==> config.mk <==
export PLATFORM = sky130hd
export DESIGN_NAME = ima_adpcm_decoder
export DESIGN_NICKNAME = d
export VERILOG_FILES = /design/src/imadec_pkg.sv /design/src/imadec_step.sv /design/src/ima_adpcm_decoder.sv
export SDC_FILE = /design/constraint.sdc
export NUM_CORES = 1
export LEC_CHECK = 0
export ABC_AREA = 1
export BUFFER_PORTS_ARGS = -buffer_cell sky130_fd_sc_hd__buf_2
export CAP_MARGIN = 30
export CELL_PAD_IN_SITES_DETAIL_PLACEMENT = 1
export CELL_PAD_IN_SITES_GLOBAL_PLACEMENT = 1
export CORE_ASPECT_RATIO = 0.8
export CORE_MARGIN = 3
export CORE_UTILIZATION = 29
export DETAILED_ROUTE_END_ITERATION = 16
export PLACE_DENSITY = 0.61
export SYNTH_ARGS = -nofsm -noshare
export SYNTH_HDL_FRONTEND = slang
export SYNTH_HIERARCHICAL = 1
export SYNTH_SLANG_ARGS = --single-unit
==> constraint.sdc <==
create_clock -name i_clk -period 7.3 [get_ports i_clk]
set_input_delay 0.365 -clock i_clk [delete_from_list [all_inputs] [get_ports i_clk]]
set_output_delay 0.365 -clock i_clk [all_outputs]
set_load 0.01 [all_outputs]
==> src/imadec_pkg.sv <==
package imadec_pkg;

    // field widths
    localparam int unsigned SampleWidth = 16;
    localparam int unsigned IndexWidth  = 6;
    localparam int unsigned CodeWidth   = 4;
    localparam int unsigned PosWidth    = 7;
    localparam int unsigned StepWidth   = 15;

    // beat modes
    localparam logic MODE_HEADER = 1'b0;
    localparam logic MODE_CODE   = 1'b1;

    // step position and sample limits
    localparam logic [PosWidth-1:0]       POS_MAX  = 7'd88;
    localparam logic signed [17:0]        PCM_MIN  = -18'sd32768;
    localparam logic signed [17:0]        PCM_MAX  = 18'sd32767;
    localparam logic [2:0]                MAG_MASK = 3'h7;

    // input beat
    typedef struct packed {
        logic                          mode;
        logic signed [SampleWidth-1:0] header_sample;
        logic [IndexWidth-1:0]         header_index;
        logic [CodeWidth-1:0]          code;
    } t_in_beat;

    // output beat
    typedef struct packed {
        logic signed [SampleWidth-1:0] pcm_sample;
        logic [PosWidth-1:0]           step_position;
    } t_out_beat;

    // decoder state carried from beat to beat
    typedef struct packed {
        logic signed [SampleWidth-1:0] predictor;
        logic [PosWidth-1:0]           step_pointer;
    } t_dec_state;

    // quantizer step sizes
    localparam logic [StepWidth-1:0] STEP_TABLE [0:88] = '{
        15'd7,     15'd8,     15'd9,     15'd10,    15'd11,    15'd12,
        15'd13,    15'd14,    15'd16,    15'd17,    15'd19,    15'd21,
        15'd23,    15'd25,    15'd28,    15'd31,    15'd34,    15'd37,
        15'd41,    15'd45,    15'd50,    15'd55,    15'd60,    15'd66,
        15'd73,    15'd80,    15'd88,    15'd97,    15'd107,   15'd118,
        15'd130,   15'd143,   15'd157,   15'd173,   15'd190,   15'd209,
        15'd230,   15'd253,   15'd279,   15'd307,   15'd337,   15'd371,
        15'd408,   15'd449,   15'd494,   15'd544,   15'd598,   15'd658,
        15'd724,   15'd796,   15'd876,   15'd963,   15'd1060,  15'd1166,
        15'd1282,  15'd1411,  15'd1552,  15'd1707,  15'd1878,  15'd2066,
        15'd2272,  15'd2499,  15'd2749,  15'd3024,  15'd3327,  15'd3660,
        15'd4026,  15'd4428,  15'd4871,  15'd5358,  15'd5894,  15'd6484,
        15'd7132,  15'd7845,  15'd8630,  15'd9493,  15'd10442, 15'd11487,
        15'd12635, 15'd13899, 15'd15289, 15'd16818, 15'd18500, 15'd20350,
        15'd22385, 15'd24623, 15'd27086, 15'd29794, 15'd32767
    };

    // step position adjustment by code magnitude
    function automatic logic signed [7:0] pos_delta(input logic [2:0] mag);
        logic signed [7:0] d;
        unique case (mag)
            3'd4:    d = 8'sd2;
            3'd5:    d = 8'sd4;
            3'd6:    d = 8'sd6;
            3'd7:    d = 8'sd8;
            default: d = -8'sd1;
        endcase
        return d;
    endfunction

endpackage

==> src/imadec_step.sv <==
module imadec_step (
    input  imadec_pkg::t_in_beat   i_beat,
    input  imadec_pkg::t_dec_state i_state,
    output imadec_pkg::t_dec_state o_state
);

    logic [imadec_pkg::PosWidth-1:0]  pos_lim;
    logic [imadec_pkg::StepWidth-1:0] step;
    logic [2:0]                       mag;
    logic [17:0]                      prod;
    logic [16:0]                      diff;
    logic signed [17:0]               sum;
    logic signed [17:0]               sat;
    logic signed [7:0]                pos_sum;
    logic [imadec_pkg::PosWidth-1:0]  pos_new;

    // step lookup with position held inside the table
    always_comb begin
        pos_lim = (i_state.step_pointer > imadec_pkg::POS_MAX) ?
                  imadec_pkg::POS_MAX : i_state.step_pointer;
        step    = imadec_pkg::STEP_TABLE[pos_lim];
        mag     = i_beat.code[2:0] & imadec_pkg::MAG_MASK;
    end

    // difference magnitude: (step * mag) / 4 + step / 8
    always_comb begin
        prod = {3'b000, step} * {15'd0, mag};
        diff = 17'(prod >> 2) + 17'(step >> 3);
    end

    // signed prediction update and saturation
    always_comb begin
        if (i_beat.code[3]) begin
            sum = 18'(i_state.predictor) - $signed({1'b0, diff});
        end else begin
            sum = 18'(i_state.predictor) + $signed({1'b0, diff});
        end
        if (sum < imadec_pkg::PCM_MIN) begin
            sat = imadec_pkg::PCM_MIN;
        end else if (sum > imadec_pkg::PCM_MAX) begin
            sat = imadec_pkg::PCM_MAX;
        end else begin
            sat = sum;
        end
    end

    // step position adaptation and clamp
    always_comb begin
        pos_sum = $signed({1'b0, pos_lim}) + imadec_pkg::pos_delta(mag);
        if (pos_sum < 8'sd0) begin
            pos_new = '0;
        end else if (pos_sum > $signed({1'b0, imadec_pkg::POS_MAX})) begin
            pos_new = imadec_pkg::POS_MAX;
        end else begin
            pos_new = pos_sum[imadec_pkg::PosWidth-1:0];
        end
    end

    // header beats load the state directly
    always_comb begin
        unique case (i_beat.mode)
            imadec_pkg::MODE_HEADER: begin
                o_state.predictor    = i_beat.header_sample;
                o_state.step_pointer = {1'b0, i_beat.header_index};
            end
            default: begin
                o_state.predictor    = sat[imadec_pkg::SampleWidth-1:0];
                o_state.step_pointer = pos_new;
            end
        endcase
    end

endmodule

==> src/ima_adpcm_decoder.sv <==
// 4-bit IMA ADPCM decoder.
// Input channel (i_in_valid / o_in_ready / i_in_data) carries one beat per
// item: a header beat (mode 0) loads predictor and step index and returns
// the header sample; a code beat (mode 1) decodes one nibble against the
// running state. Every input beat yields exactly one output beat on
// (o_out_valid / i_out_ready / o_out_data) with the sample and new index.
// An accepted beat lands in the input register; once the output register
// is empty or being read, it is decoded through the step table, a 15x3
// multiply and the saturating add, and written to the output register.
// One beat per cycle is sustained while the receiver keeps taking beats;
// the table lookup, add and clamp form the only loop, which the state
// register closes.
// When the receiver stalls, the output register holds its beat and the
// input register keeps one more, so ready drops only once both are full.
// Synchronous reset clears predictor and step index to zero and empties
// both registers; a code beat before any header decodes from zero state.
module ima_adpcm_decoder (
    input  logic                  i_clk,
    input  logic                  i_rst_n,
    input  logic                  i_in_valid,
    output logic                  o_in_ready,
    input  imadec_pkg::t_in_beat  i_in_data,
    output logic                  o_out_valid,
    input  logic                  i_out_ready,
    output imadec_pkg::t_out_beat o_out_data
);

    logic                   r_in_valid;
    imadec_pkg::t_in_beat   r_in;
    logic                   r_out_valid;
    imadec_pkg::t_out_beat  r_out;
    imadec_pkg::t_dec_state r_state;
    imadec_pkg::t_dec_state n_state;
    logic                   advance;

    // handshake control
    assign advance     = r_in_valid && (!r_out_valid || i_out_ready);
    assign o_in_ready  = !r_in_valid || advance;
    assign o_out_valid = r_out_valid;
    assign o_out_data  = r_out;

    // decode datapath
    imadec_step u_step (
        .i_beat  (r_in),
        .i_state (r_state),
        .o_state (n_state)
    );

    // input register
    always_ff @(posedge i_clk) begin
        if (!i_rst_n) begin
            r_in_valid <= 1'b0;
        end else if (o_in_ready) begin
            r_in_valid <= i_in_valid;
        end
        if (o_in_ready && i_in_valid) begin
            r_in <= i_in_data;
        end
    end

    // decoder state
    always_ff @(posedge i_clk) begin
        if (!i_rst_n) begin
            r_state <= '0;
        end else if (advance) begin
            r_state <= n_state;
        end
    end

    // output register
    always_ff @(posedge i_clk) begin
        if (!i_rst_n) begin
            r_out_valid <= 1'b0;
        end else if (advance) begin
            r_out_valid <= 1'b1;
        end else if (i_out_ready) begin
            r_out_valid <= 1'b0;
        end
        if (advance) begin
            r_out.pcm_sample    <= n_state.predictor;
            r_out.step_position <= n_state.step_pointer;
        end
    end

endmodule
---- Yosys cells after proc, flatten, opt, wreduce, memory -nomap -nowiden ----
Memories as Yosys holds them, arrays and structs flattened.
Cells that the tools add are included.
word-level totals
  bits in registers ....................... 75
  bits in read-only memories .............. 1,920
  input bits .............................. 31
  output and inout bits ................... 25
  logic and storage cells ................. 46
  memories kept ........................... 1
memory list
  memory           words  width  rd ports  clocked after Yosys merged registers in  write ports  RTL line           source
  (no name shown)  128    15     1         0                                        0            imadec_step.sv:21  step = imadec_pkg::STEP_TABLE[pos_lim];
cells by class
  add/subtract/negate cells ............... 4
  multipliers ............................. 1
  order comparisons ....................... 6
  eq/ne operators ......................... 4
  muxes and demuxes ....................... 12
  bitwise gates (word level) .............. 1
  reductions and logical operators ........ 7
operators by type and width
  operator                                                  count
  2-to-1 mux 16 bit                                         2
  case mux 8 bit (4 select lines)                           1
  2-to-1 mux 15 bit                                         2
  2-to-1 mux 23 bit                                         1
  2-to-1 mux 7 bit                                          3
  adder 16 x 18 -> 18 bit                                   1
  > comparator 18 x 16 -> 1 bit, second input constant      1
  < comparator 18 x 16 -> 1 bit, second input constant      1
  multiplier 15 x 3 -> 18 bit                               1
  2-to-1 mux 18 bit                                         1
  subtractor 16 x 18 -> 18 bit                              1
  adder 16 x 12 -> 17 bit                                   1
  equality test 3 bit, second input constant                4
  adder 8 bit                                               1
  greater-or-equal comparator 8 bit, second input constant  1
  > comparator 8 bit, second input constant                 1
  < comparator 8 x 1 -> 1 bit, second input constant        1
  inverter 7 -> 8 bit                                       1
  > comparator 7 bit, second input constant                 1
  logical AND 1 bit                                         2
  logical NOT 1 bit                                         2
  logical OR 1 bit                                          2
  2-to-1 mux 1 bit                                          2
  nonzero test 2 bit                                        1

---- Depth between registers and ports, before layout ----
Gate-level depths: netlist of the first run.
  word-level depth ........................ 14
  mapped depth ............................ 62
  gate-level depth less buffers ........... 61

---- Cells and area by module ----
Netlist of the first run, hierarchy kept.
modules (own cells, without submodules)
  module             instances  cells an instance  area each (um^2)  seq. area each (um^2)
  imadec_step        1          952                5,320.1           0.0
  ima_adpcm_decoder  1          213                2,676.3           2,001.9

---- Worst setup path before layout of the first run ----
OpenSTA, ideal clock, no wires.
  kind .................................... register to register
  start point ............................. register r_state[2] (netlist bit)
  end point ............................... register r_state[15] (netlist bit)
  library setup time ...................... 115 ps
  arrival time ............................ 7,666 ps
  data required time ...................... 7,185 ps
  path slack .............................. -481 ps
  cell stages (with the launch flop) ...... 58
  path buffers ............................ 1
  clock period less this slack ............ 7,781 ps
  cell sequence ........................... dfxtp_1 inv_2 nand3_1 nand3_1 nand2_1 nand2_1 inv_1 nor2_2 inv_1 ha_1 inv_1 ha_1 nand2_1 a31oi_1 o31ai_1 o211a_1 a21oi_1 nand2_1 [22 not listed] inv_1 nor3_1 and2_1 nand4_1 nand3_1 xor2_1 inv_1 nand2_1 nand2_2 nand2_2 buf_6 nand2_1 nand2_1 nand2_1 inv_1 nand3_2 nand2_1 nor2_1
RTL lines
  item                    RTL line                 source
  start, declared         ima_adpcm_decoder.sv:32  imadec_pkg::t_dec_state r_state;
  start signal, assigned  ima_adpcm_decoder.sv:66  r_state <= n_state;

==> summary.md, run 1 <==
| Metric | Value |
|---|---|
| Final core utilization | `45.1%` |
| Summed instance area of the synthesized netlist | `0.00800 mm^2` |
| Die Y-Extent | `155 um` |
| Worst slew slack as a fraction of its limit | `41.1%` |
| Startpoint class of the critical path | `register` |
| Main synth FF type | `sky130_fd_sc_hd__edfxtp_1` |
| Worst clock skew | `about 16 ps` |
| Slowest stage cell on the critical path | `sky130_fd_sc_hd__fa_1` |
| Via density per instance | `4.90` |
| Diodes inserted | `0` |
| Layout cell share with drive strength beyond 1 | `39.0%` |
| Area taken by flip-flops and latches | `0.00201 mm^2` |
| Worst-case hold path end point | `r_in[20]$_DFFE_PP_` |
| Remaining antenna violation count after routing | `0` |
| CP dominant cell by count | `sky130_fd_sc_hd__nand2_1` |
| Count of vias placed by the detailed router | `around 9,100` |
| Aggregate global routing overflow | `0` |
| Footprint of the multi-input gates | `0.00593 mm^2` |
| PD cells | `291 mW/mm^2` |
| Synthesized Nets | `approximately 1,300` |
| Yosys reg bits | `75` |
| Max Cap Violations | `0` |
| Int Power | `1.99 mW` |
| Launch point of the worst path | `r_state[1]$_SDFFE_PN0P_` |
| Max-slew violations | `0` |
| Worst-margin pin slew | `882 ps` |
| Startpoint of the tightest hold check path | `i_in_data[20]` |
| Achievable frequency | `~120 MHz` |
| First-pass GRT wire length | `51,400 um` |
| Post-Route WL | `33,100 um` |
| Worst endpoint required time | `about 7600 ps` |
| Synth cell types | `55` |
| Die extent in x | `about 190 um` |
| Initial Utilization | `29.9%` |
| Post-CTS clock slew at the launch and capture registers of the worst setup and hold paths | `70 ps` |
| Largest net degree at the start of global routing | `32` |
| Total number of H-tree levels | `3` |
| Critical path's largest stage delay | `420 ps` |
| Via count of the first global-routing pass | `just over 9,000` |
| EDFF count, synth | `50` |
| Sequential area share after synthesis | `25.0%` |
| Multiplexer fraction of the synthesized cell area | `0%` |
| Simple-Gate Fraction of Synth Area | `28.4%` |
| Final setup margin | `-709 ps` |
| FFs w/ async S/R, synth | `0%` |
| Final weighted congestion in routability-driven placement | `just over 0.9` |
| Number of buffers between clock root and the deepest sink | `2` |
| Number of nets in the layout | `1,611` |
| Logic gate share of total power | `69.3%` |
| Final worst path period share | `110%` |
| Sink Count | `between 70 and 80` |
| Xor and xnor area share after synthesis | `5.77%` |
| Worst reg2reg endpoint | `r_state[16]$_SDFFE_PN0P_` |
| Number of clock buffers inserted by TritonCTS | `9` |
| Total of hold buffers inserted after clock tree synthesis | `0` |
| Die area | `between 0.02 and 0.03 mm^2` |
| Most area-hungry cell type in the Yosys netlist | `sky130_fd_sc_hd__edfxtp_1` |
| Setup repair after global routing missed its margin | `yes` |
| HP Class | `in -> reg` |
| Startpoint of the lowest-slack register-to-register path | `r_state[1]$_SDFFE_PN0P_` |
| Area contributors post-synth | `sky130_fd_sc_hd__edfxtp_1 19%, sky130_fd_sc_hd__nand2_1 15%, sky130_fd_sc_hd__ha_1 11%` |
| Synth-to-Final Area Change | `50.7%` |
| Part of the total power dissipated in the clock network | `15.5%` |
| Worst reg2reg setup slack | `-710 ps` |
| Final hold vios | `0` |
| Share of the synthesized area in the top cell type | `18.8%` |
| Final routed DRC violation total | `0` |
| Worst reg2reg path depth | `55` |
| Number of cells on the worst hold path | `1` |
| Complex-gate fraction of the synthesized area | `between 10 and 15%` |
| GRT Overall Usage | `22.0%` |
| Count of mapped cells out of synthesis | `1,165` |
| Biggest fanout along the worst timing path | `8` |
| Clock tree from TritonCTS | `done` |
| Mapped Avg Cell Area | `around 6.9 um^2` |
| Clock insertion delay at the later pin of the skew report | `350 ps` |
| Reg power frac | `roughly 15%` |
| Filler Cells Inserted | `3,349` |
| Sum of negative setup slack | `-19,660 ps` |
| Average wire per standard cell | `between 15 and 20 um` |
| Crit path kind | `reg -> reg` |
| Clock period minus final worst setup slack | `8010 ps` |
| Post-place setup slack | `-1010 ps` |
| # IOs | `56` |
| Setup violations, final | `32` |
| YS warnings | `6` |
| Number of antenna violations at the first check in global routing | `0` |
| # rows | `53` |
| Leakage power | `6.06 nW` |
| IO Port Bufs | `55` |
| Area of the core region | `approximately 0.027 mm^2` |
| Arrival time of data at the critical path endpoint | `~8300 ps` |
| Main combinational cell family by area after synthesis | `simple AND/OR/NAND/NOR gates` |
| Maximum vdd ir drop | `182 uV` |
| Sw Pwr | `1.51 mW` |
| Arithmetic-cell share of the synthesized area counting full adders, half adders and majority gates | `15.1%` |
| Clock tree root driver cell | `sky130_fd_sc_hd__clkbuf_16` |
| Total half-perimeter wirelength after legalization and detailed placement | `25,800 um` |
| Sort of element at the end of the critical path | `register` |
| Starting DRC count in detailed routing | `600` |
| Detailed Routing Iterations Pass 1 | `5` |
| Violated checks | `negative setup slack` |
| Outcome | `finished, violations left` |
| Switching Share | `43.2%` |
metal layers:
metal | part of all wire (%) | GRT usage, % | wire (um) | vias to the layer above
met5 | 0 | 0 | 0 | -
met4 | 0.83 | 2.65 | 273 | 0
met3 | 4.1 | 2.79 | 1340 | 20
met2 | 42 | 33.7 | 14000 | 170
met1 | 53 | 33.9 | 17500 | 4437
li1 | - | - | - | 4470
cells by family after synthesis:
logic type	count (synthesis)
and+or+nand+nor	535
DFF	75
adders and majority gates	86
xor gates and xnor gates	51
buffers and inverters	218
AOI/OAI and AO/OA	200
worst max path at each step:
stage                                     to  slack [ps]  depth (start not counted)
floorplan           r_state[15]$_SDFFE_PN0P_          30                         60
global placement    r_state[11]$_SDFFE_PN0P_        -760                         56
detailed placement  r_state[12]$_SDFFE_PN0P_       -1010                         58
CTS                 r_state[10]$_SDFFE_PN0P_        -480                         56
global route        r_state[16]$_SDFFE_PN0P_       -1260                         56
finish              r_state[16]$_SDFFE_PN0P_        -710                         55
stage by stage:
| stage | hold slack (ps) | power, mW | cell area [um^2] | cells |
|---|---|---|---|---|
| finish | 187 | 3.50 | 12000 | 1856 |
| global route | 181 | 3.78 | 12000 | 1856 |
| CTS | 175 | 3.33 | 11600 | 1838 |
| detailed placement | 484 | 2.63 | 10500 | 1794 |
| global placement | 476 | 2.59 | 10500 | 1792 |
| floorplan | 450 | 1.71 | 8070 | 1165 |
what timing repair did:
action / CTS / global route
pin swaps: 70 / 87
gates cloned: 1 / 0
setup endpoints to repair: 32 / 32
gates resized for setup: 123 / 102
buffers inserted: 28 / 18
state kept, by name, summed over array words and instances, names as in the netlist:
| name | count |
|---|---|
| o_out_data | 23 |
| o_out_valid | 1 |
| r_in | 27 |
| r_in_valid | 1 |
| r_state | 23 |
critical path, delay by kind of cell, from the launching register on:
family / cells / cell delay [ps]
AOI/OAI and AO/OA: 7 / 1110
xor gates and xnor gates: 3 / 480
adders and majority gates: 6 / 1640
and+or+nand+nor: 29 / 3390
DFF: 1 / 330
buffers and inverters: 10 / 970
cell usage in the layout (no fill, tap or decap), types with 6 or more instances in the layout:
cell,synthesis,routed
sky130_fd_sc_hd__buf_4,2,276
sky130_fd_sc_hd__nand2_1,323,262
sky130_fd_sc_hd__inv_1,176,150
sky130_fd_sc_hd__a21oi_1,84,75
sky130_fd_sc_hd__nor2_1,89,74
sky130_fd_sc_hd__nand2_2,10,63
sky130_fd_sc_hd__buf_2,9,55
sky130_fd_sc_hd__nand3_1,64,53
sky130_fd_sc_hd__ha_1,69,53
sky130_fd_sc_hd__edfxtp_1,50,50
sky130_fd_sc_hd__o21ai_0,48,34
sky130_fd_sc_hd__xor2_1,31,30
sky130_fd_sc_hd__inv_2,8,28
sky130_fd_sc_hd__nand3_2,12,22
sky130_fd_sc_hd__dfxtp_1,25,21
sky130_fd_sc_hd__xnor2_1,18,18
sky130_fd_sc_hd__fa_1,17,15
sky130_fd_sc_hd__buf_6,6,14
sky130_fd_sc_hd__ha_4,0,14
sky130_fd_sc_hd__nor2_2,6,13
sky130_fd_sc_hd__o31ai_1,12,10
sky130_fd_sc_hd__o21ai_1,1,10
sky130_fd_sc_hd__clkbuf_16,0,9
sky130_fd_sc_hd__nor2_4,1,9
sky130_fd_sc_hd__a21oi_2,2,9
sky130_fd_sc_hd__a31oi_1,13,9
sky130_fd_sc_hd__nand2_4,1,8
sky130_fd_sc_hd__nor3_1,15,8
sky130_fd_sc_hd__nor3_2,0,6
cells in the mapped netlist, types with 6 or more instances:
cell type / count
sky130_fd_sc_hd__xor2_1: 31
sky130_fd_sc_hd__a31oi_1: 13
sky130_fd_sc_hd__inv_1: 176
sky130_fd_sc_hd__buf_6: 6
sky130_fd_sc_hd__o221ai_1: 6
sky130_fd_sc_hd__nor2_2: 6
sky130_fd_sc_hd__edfxtp_1: 50
sky130_fd_sc_hd__dfxtp_1: 25
sky130_fd_sc_hd__nand3_2: 12
sky130_fd_sc_hd__nand3_1: 64
sky130_fd_sc_hd__o31ai_1: 12
sky130_fd_sc_hd__o21ai_0: 48
sky130_fd_sc_hd__nand2_2: 10
sky130_fd_sc_hd__inv_2: 8
sky130_fd_sc_hd__nand2_1: 323
sky130_fd_sc_hd__a21oi_1: 84
sky130_fd_sc_hd__xnor2_1: 18
sky130_fd_sc_hd__fa_1: 17
sky130_fd_sc_hd__ha_1: 69
sky130_fd_sc_hd__nor2_1: 89
sky130_fd_sc_hd__nor3_1: 15
sky130_fd_sc_hd__buf_2: 9
sky130_fd_sc_hd__clkbuf_1: 13
final cells by class:
class	count	area share (%)
timing repair buffer	349	21.5
clock buffer	9	1.87
sequential	75	16.7
clock inverter	7	1.03
inverter	186	5.96
multi-input combinational	873	49.3
tap	357	3.71
power by group through the flow:
stage | Sequential, mW | Clock [mW] | Combinational, mW
after global placement | 0.543 | 0 | 2.04
after CTS | 0.532 | 0.550 | 2.25
after global routing | 0.536 | 0.568 | 2.68
final | 0.533 | 0.542 | 2.43
after floorplan | 0.540 | 0 | 1.17
after detailed placement | 0.540 | 0 | 2.09
No activity file was read; power rests on OpenSTA's default activity.
==> inputs of run 2 (changes only) <==
--- a/config.mk
+++ b/config.mk
@@ -5,7 +5,7 @@
 export SDC_FILE = /design/constraint.sdc
 export NUM_CORES = 1
 export LEC_CHECK = 0
-export ABC_AREA = 1
+export ABC_AREA = 0
 export BUFFER_PORTS_ARGS = -buffer_cell sky130_fd_sc_hd__buf_2
 export CAP_MARGIN = 30
 export CELL_PAD_IN_SITES_DETAIL_PLACEMENT = 1
@@ -14,7 +14,7 @@
 export CORE_MARGIN = 3
 export CORE_UTILIZATION = 29
 export DETAILED_ROUTE_END_ITERATION = 16
-export PLACE_DENSITY = 0.61
+export PLACE_DENSITY = 0.59
 export SYNTH_ARGS = -nofsm -noshare
 export SYNTH_HDL_FRONTEND = slang
 export SYNTH_HIERARCHICAL = 1
==> summary.md, run 2 <==
| Metric | Value |
|---|---|
| Violated checks | `negative setup slack` |
| Final setup margin | `-1210 ps` |
| Final worst path period share | `117%` |
| Post-Route WL | `29,800 um` |
| Yosys reg bits | `75` |
| Worst reg2reg setup slack | `-1210 ps` |
| # rows | `53` |
| Synth cell types | `80` |
| Max reg flops | `27` |
| Die Y-Extent | `154 um` |
| Setup repair after global routing missed its margin | `yes` |
| Share of the synthesized area in the top cell type | `18.9%` |
| Via count of the first global-routing pass | `~8,400` |
| Main synth FF type | `sky130_fd_sc_hd__edfxtp_1` |
| Clock tree root driver cell | `sky130_fd_sc_hd__clkbuf_16` |
| Maximum vdd ir drop | `193 uV` |
| Most common cell after layout, fill and taps aside | `sky130_fd_sc_hd__buf_4` |
| Top-count cell post-synth | `sky130_fd_sc_hd__nand2_1` |
| Final weighted congestion in routability-driven placement | `0.920` |
| Power, Total | `2.75 mW` |
| Remaining antenna violation count after routing | `0` |
| Area contributors post-synth | `sky130_fd_sc_hd__edfxtp_1 19%, sky130_fd_sc_hd__ha_1 11%, sky130_fd_sc_hd__dfxtp_1 6.3%` |
| Startpoint class of the critical path | `register` |
| First-pass GRT wire length | `46,700 um` |
| Slowest stage cell on the critical path | `sky130_fd_sc_hd__fa_2` |
| Clock insertion delay at the later pin of the skew report | `330 ps` |
| Critical path's largest stage delay | `630 ps` |
| EDFF count, synth | `50` |
| Diodes inserted | `0` |
| Synthesized Nets | `1,074` |
| PD cells | `235 mW/mm^2` |
| Detailed Routing Iterations Pass 1 | `5` |
| Most area-hungry cell type in the Yosys netlist | `sky130_fd_sc_hd__edfxtp_1` |
| Worst endpoint required time | `about 7500 ps` |
| Achievable frequency | `about 120 MHz` |
| Layout cell share with drive strength beyond 1 | `40.0%` |
| GRT Overall Usage | `approximately 20%` |
| Clock period minus final worst setup slack | `roughly 8500 ps` |
| Setup violations, final | `32` |
| Number of buffers between clock root and the deepest sink | `2` |
| Aggregate global routing overflow | `0` |
| Initial Utilization | `29.9%` |
| Leakage power | `slightly above 5 nW` |
| Total of hold buffers inserted after clock tree synthesis | `0` |
| Synth-to-Final Area Change | `47.5%` |
| Average wire per standard cell | `18.5 um` |
| Worst-margin pin slew | `843 ps` |
| Via density per instance | `5.16` |
| HP Class | `in -> reg` |
| Top post-synthesis cells by count | `131 x sky130_fd_sc_hd__nand2_1, 84 x sky130_fd_sc_hd__a21oi_1, 69 x sky130_fd_sc_hd__ha_1` |
| Post-place setup slack | `-1430 ps` |
| Number of clock buffers inserted by TritonCTS | `9` |
| Register containing the most flip-flops in the final layout | `r_in` |
| Largest net degree at the start of global routing | `slightly below 50` |
| Worst slew slack as a fraction of its limit | `43.8%` |
| Final hold vios | `0` |
| Biggest fanout along the worst timing path | `7` |
| CP dominant cell by count | `sky130_fd_sc_hd__buf_4` |
| Summed instance area of the synthesized netlist | `~0.008 mm^2` |
| YS warnings | `6` |
| Final routed DRC violation total | `0` |
| Sink Count | `between 70 and 80` |
| Die area | `0.0294 mm^2` |
| FFs w/ async S/R, synth | `0%` |
| Total half-perimeter wirelength after legalization and detailed placement | `22,000 um` |
| Die extent in x | `191 um` |
| Arrival time of data at the critical path endpoint | `8700 ps` |
| IO Port Bufs | `between 50 and 60` |
| Starting DRC count in detailed routing | `512` |
| Crit path kind | `reg -> reg` |
| Area of the core region | `between 0.02 and 0.03 mm^2` |
| Number of nets in the layout | `1,364` |
| Count of mapped cells out of synthesis | `957` |
| Worst Hold Margin | `201 ps` |
| Sort of element at the end of the critical path | `register` |
| Number of antenna violations at the first check in global routing | `0` |
| Clock tree from TritonCTS | `done` |
| Count of vias placed by the detailed router | `~8,300` |
| Mapped Avg Cell Area | `between 8 and 9 um^2` |
| Post-CTS clock slew at the launch and capture registers of the worst setup and hold paths | `~60 ps` |
| Max Cap Violations | `0` |
| Outcome | `finished, violations left` |
| Total number of H-tree levels | `3` |
| Sequential area share after synthesis | `between 20% and 30%` |
| # IOs | `56` |
| Worst clock skew | `7.30 ps` |
| Commonest cells after routing, fill and taps aside | `263 x sky130_fd_sc_hd__buf_4, 124 x sky130_fd_sc_hd__nand2_1, 69 x sky130_fd_sc_hd__a21oi_1` |
| Max-slew violations | `0` |
==> run 2: worst max-delay path: cells and delay by family, from the launching register on <==
family | cells | cell delay (ps)
AO/OA/AOI/OAI | 20 | 3580
adder cells (fa/ha/maj) | 5 | 1750
buffers and inverters | 9 | 1250
AND/OR/NAND/NOR | 7 | 820
XOR/XNOR | 3 | 550
flip-flops | 1 | 320
multiplexers | 1 | 80
==> run 2: cell type report <==
| class | instances | area (um^2) |
|---|---|---|
| Fill cell | 3117 | 14900 |
| Timing Repair Buffer | 337 | 2510 |
| Sequential cell | 75 | 2000 |
| Clock buffer | 11 | 254 |
| Clock inverter | 5 | 60.1 |
| Inverter | 56 | 218 |
| Tap cell | 357 | 447 |
| Multi-Input combinational cell | 768 | 6220 |
==> run 2: path summary, 6_finish.rpt <==
check	from	endpoint	depth (start not counted)
hold reg to reg	r_state[7]$_SDFFE_PN0P_	r_state[7]$_SDFFE_PN0P_	2
hold / removal	i_in_data[24]	r_in[24]$_DFFE_PP_	1
setup reg to reg	r_state[0]$_SDFFE_PN0P_	r_state[11]$_SDFFE_PN0P_	45
setup / recovery	r_state[0]$_SDFFE_PN0P_	r_state[11]$_SDFFE_PN0P_	45
==> run 2: per-stage QoR <==
step	TNS, ps	instances	util (%)	cell area, um^2
detailed placement	-44100	1558	39.1	10400
CTS	-31140	1597	42.6	11300
global placement	-36960	1558	39.1	10400
finish	-36800	1609	44.1	11700
floorplan	-16990	957	-	8120
global route	-50220	1609	44.1	11700
==> run 2: layer usage <==
metal	share of wire, %	GRT usage [%]
met3	5.1	2.76
met2	43	29.7
met5	0	0
met1	50	29.7
met4	1.4	4.09
==> run 2: what timing repair did <==
item,in CTS,in global routing
pin swaps,57,74
endpoints found under the setup margin,32,32
buffers inserted,21,14
resized for setup,95,67
gates cloned,2,0
==> run 2: cell families (layout without fill, tap and decap cells) <==
| kind of cell | count (synthesis) | in the layout | synth area share [%] |
|---|---|---|---|
| compound gates | 291 | 291 | 25.2 |
| xor+xnor | 59 | 59 | 6.70 |
| fa+ha+maj | 86 | 86 | 15.2 |
| buf+inv | 114 | 409 | 6.25 |
| flops | 75 | 75 | 25.2 |
| mux | 32 | 32 | 4.24 |
| simple gates | 300 | 300 | 17.2 |
==> run 2: where the power goes <==
part | total, mW | leakage [nW] | internal, mW | switching, mW
logic | 1.75 | 4.25 | 0.887 | 0.861
registers | 0.545 | 0.686 | 0.517 | 0.0285
clock network | 0.457 | 0.151 | 0.286 | 0.171
==> inputs of run 3 (changes only) <==
--- a/config.mk
+++ b/config.mk
@@ -8,13 +8,11 @@
 export ABC_AREA = 0
 export BUFFER_PORTS_ARGS = -buffer_cell sky130_fd_sc_hd__buf_2
 export CAP_MARGIN = 30
-export CELL_PAD_IN_SITES_DETAIL_PLACEMENT = 1
-export CELL_PAD_IN_SITES_GLOBAL_PLACEMENT = 1
 export CORE_ASPECT_RATIO = 0.8
 export CORE_MARGIN = 3
 export CORE_UTILIZATION = 29
 export DETAILED_ROUTE_END_ITERATION = 16
-export PLACE_DENSITY = 0.59
+export PLACE_DENSITY = 0.48
 export SYNTH_ARGS = -nofsm -noshare
 export SYNTH_HDL_FRONTEND = slang
 export SYNTH_HIERARCHICAL = 1
==> summary.md, run 3 (synthesis results as in run 2) <==
| Metric | Value |
|---|---|
| Outcome | `finished, violations left` |
| Violated checks | `negative setup slack` |
| Biggest fanout along the worst timing path | `7` |
| Startpoint of the lowest-slack register-to-register path | `r_state[0]$_SDFFE_PN0P_` |
| Worst Hold Margin | `207 ps` |
| Sw Pwr | `1.00 mW` |
| Diodes inserted | `0` |
| Worst endpoint required time | `7560 ps` |
| Sink Count | `between 70 and 80` |
| Starting DRC count in detailed routing | `627` |
| Max reg flops | `27` |
| # rows | `53` |
| HP Class | `in -> reg` |
| Clock period minus final worst setup slack | `8320 ps` |
| GRT Overall Usage | `about 17%` |
| Clock insertion delay at the later pin of the skew report | `330 ps` |
| Final core utilization | `approximately 44%` |
| Remaining antenna violation count after routing | `0` |
| PD cells | `approximately 240 mW/mm^2` |
| Clock tree root driver cell | `sky130_fd_sc_hd__clkbuf_16` |
| Worst slew slack as a fraction of its limit | `~43%` |
| Most common cell after layout, fill and taps aside | `sky130_fd_sc_hd__buf_4` |
| Count of vias placed by the detailed router | `about 8,100` |
| Max Cap Violations | `0` |
| Register containing the most flip-flops in the final layout | `r_in` |
| Final routed DRC violation total | `0` |
| Number of nets in the layout | `1,368` |
| Final worst path period share | `114%` |
| Setup repair after global routing missed its margin | `yes` |
| Critical path's largest stage delay | `~550 ps` |
| Reg power frac | `19.7%` |
| Via density per instance | `5.01` |
| Worst reg2reg path depth | `43` |
| Slowest stage cell on the critical path | `sky130_fd_sc_hd__or4_4` |
| Synth-to-Final Area Change | `46.5%` |
| IO Port Bufs | `55` |
| Max-slew violations | `0` |
| Total number of H-tree levels | `3` |
| Layout cell share with drive strength beyond 1 | `between 30% and 40%` |
| Final hold vios | `0` |
| Post-Route WL | `26,000 um` |
| Clock tree from TritonCTS | `done` |
| Largest net degree at the start of global routing | `49` |
| CP dominant cell by count | `sky130_fd_sc_hd__buf_6` |
| Aggregate global routing overflow | `0` |
| Arrival time of data at the critical path endpoint | `8570 ps` |
| Number of cells on the worst hold path | `1` |
| Worst-margin pin slew | `852 ps` |
| Total of hold buffers inserted after clock tree synthesis | `0` |
| Number of buffers between clock root and the deepest sink | `2` |
| Achievable frequency | `120 MHz` |
| Switching Share | `36.3%` |
| Total half-perimeter wirelength after legalization and detailed placement | `19,500 um` |
| Startpoint class of the critical path | `register` |
| Number of antenna violations at the first check in global routing | `0` |
| Part of the total power dissipated in the clock network | `about 18%` |
| Die area | `0.0294 mm^2` |
| Maximum vdd ir drop | `154 uV` |
| Area of the core region | `0.0266 mm^2` |
| Worst reg2reg setup slack | `-1020 ps` |
| Startpoint of the tightest hold check path | `i_in_data[23]` |
| Final weighted congestion in routability-driven placement | `~0.92` |
| Initial Utilization | `29.9%` |
| Sort of element at the end of the critical path | `register` |
| Via count of the first global-routing pass | `approximately 8,000` |
| Number of clock buffers inserted by TritonCTS | `9` |
| Die Y-Extent | `154 um` |
| Worst clock skew | `10.2 ps` |
| Die extent in x | `191 um` |
| Logic gate share of total power | `62.0%` |
| Worst reg2reg endpoint | `r_state[20]$_SDFFE_PN0P_` |
| Int Power | `1.76 mW` |
| Final setup margin | `-1020 ps` |
| Worst-case hold path end point | `r_in[23]$_DFFE_PP_` |
| Crit path kind | `reg -> reg` |
| Leakage power | `5.08 nW` |
| Area of placed instances | `0.0103 mm^2` |
| Post-CTS clock slew at the launch and capture registers of the worst setup and hold paths | `60 ps` |
| Commonest cells after routing, fill and taps aside | `270 x sky130_fd_sc_hd__buf_4, 126 x sky130_fd_sc_hd__nand2_1, 69 x sky130_fd_sc_hd__a21oi_1` |
| # IOs | `56` |
| First-pass GRT wire length | `a little over 40,000 um` |
| Average wire per standard cell | `16.1 um` |
| Sum of negative setup slack | `-29,870 ps` |
| Detailed Routing Iterations Pass 1 | `5` |
| Final std cell area, no fill | `0.0116 mm^2` |
| Setup violations, final | `32` |
==> run 3: how the worst max path moves through the flow <==
stage | start | endpoint | slack, ps | depth (start not counted)
after global routing | r_state[0]$_SDFFE_PN0P_ | r_state[15]$_SDFFE_PN0P_ | -1480 | 42
after CTS | r_state[2]$_SDFFE_PN0P_ | r_state[14]$_SDFFE_PN0P_ | -840 | 43
after detailed placement | r_state[0]$_SDFFE_PN0P_ | r_state[20]$_SDFFE_PN0P_ | -1150 | 42
after global placement | r_state[0]$_SDFFE_PN0P_ | r_state[8]$_SDFFE_PN0P_ | -1120 | 42
final | r_state[0]$_SDFFE_PN0P_ | r_state[20]$_SDFFE_PN0P_ | -1020 | 43
after floorplan | r_state[2]$_SDFFE_PN0P_ | r_state[13]$_SDFFE_PN0P_ | -630 | 41
==> run 3: layer usage <==
| layer | up-vias | GRT usage (%) | part of all wire [%] |
|---|---|---|---|
| met5 | - | 0 | 0 |
| met1 | 3791 | 27.3 | 53 |
| met2 | 194 | 24.7 | 41 |
| li1 | 4079 | - | - |
| met4 | 0 | 3.53 | 1.1 |
| met3 | 23 | 2.33 | 5.4 |
==> run 3: cell type report <==
class | count | area, um^2
clock buffer | 10 | 229
clock inverter | 6 | 113
fill | 2551 | 15000
inverter | 56 | 218
multi-input combinational | 768 | 6080
sequential | 75 | 2000
tap | 357 | 447
timing repair buffer | 341 | 2550
==> run 3: repair_timing <==
item	in CTS	in global routing
gates cloned	1	1
endpoints found under the hold margin	0	0
resized for setup	90	42
setup buffers	35	18
pin swaps	49	50
setup endpoints to repair	32	32
==> run 3: worst max-delay path: cells and delay by family (launching register included) <==
| kind | cells | cell delay, ps |
|---|---|---|
| mux | 1 | 140 |
| xor+xnor | 3 | 620 |
| compound gates | 17 | 3000 |
| buf+inv | 8 | 1080 |
| flops | 1 | 320 |
| fa+ha+maj | 5 | 1710 |
| simple gates | 9 | 1380 |
==> run 3: metrics by stage <==
step                instances  total power, mW  setup slack (ps)
detailed placement       1542             2.00             -1150
floorplan                 957             1.45              -629
global placement         1542             1.98             -1120
global route             1613             2.98             -1480
CTS                      1594             2.66              -836
finish                   1613             2.76             -1020
==> run 3: power groups by stage <==
| stage | combinational [mW] | clock [mW] | sequential [mW] |
|---|---|---|---|
| after floorplan | 0.899 | 0 | 0.552 |
| after global routing | 1.90 | 0.532 | 0.548 |
| final | 1.71 | 0.504 | 0.544 |
| after CTS | 1.60 | 0.514 | 0.544 |
| after detailed placement | 1.45 | 0 | 0.551 |
| after global placement | 1.43 | 0 | 0.553 |
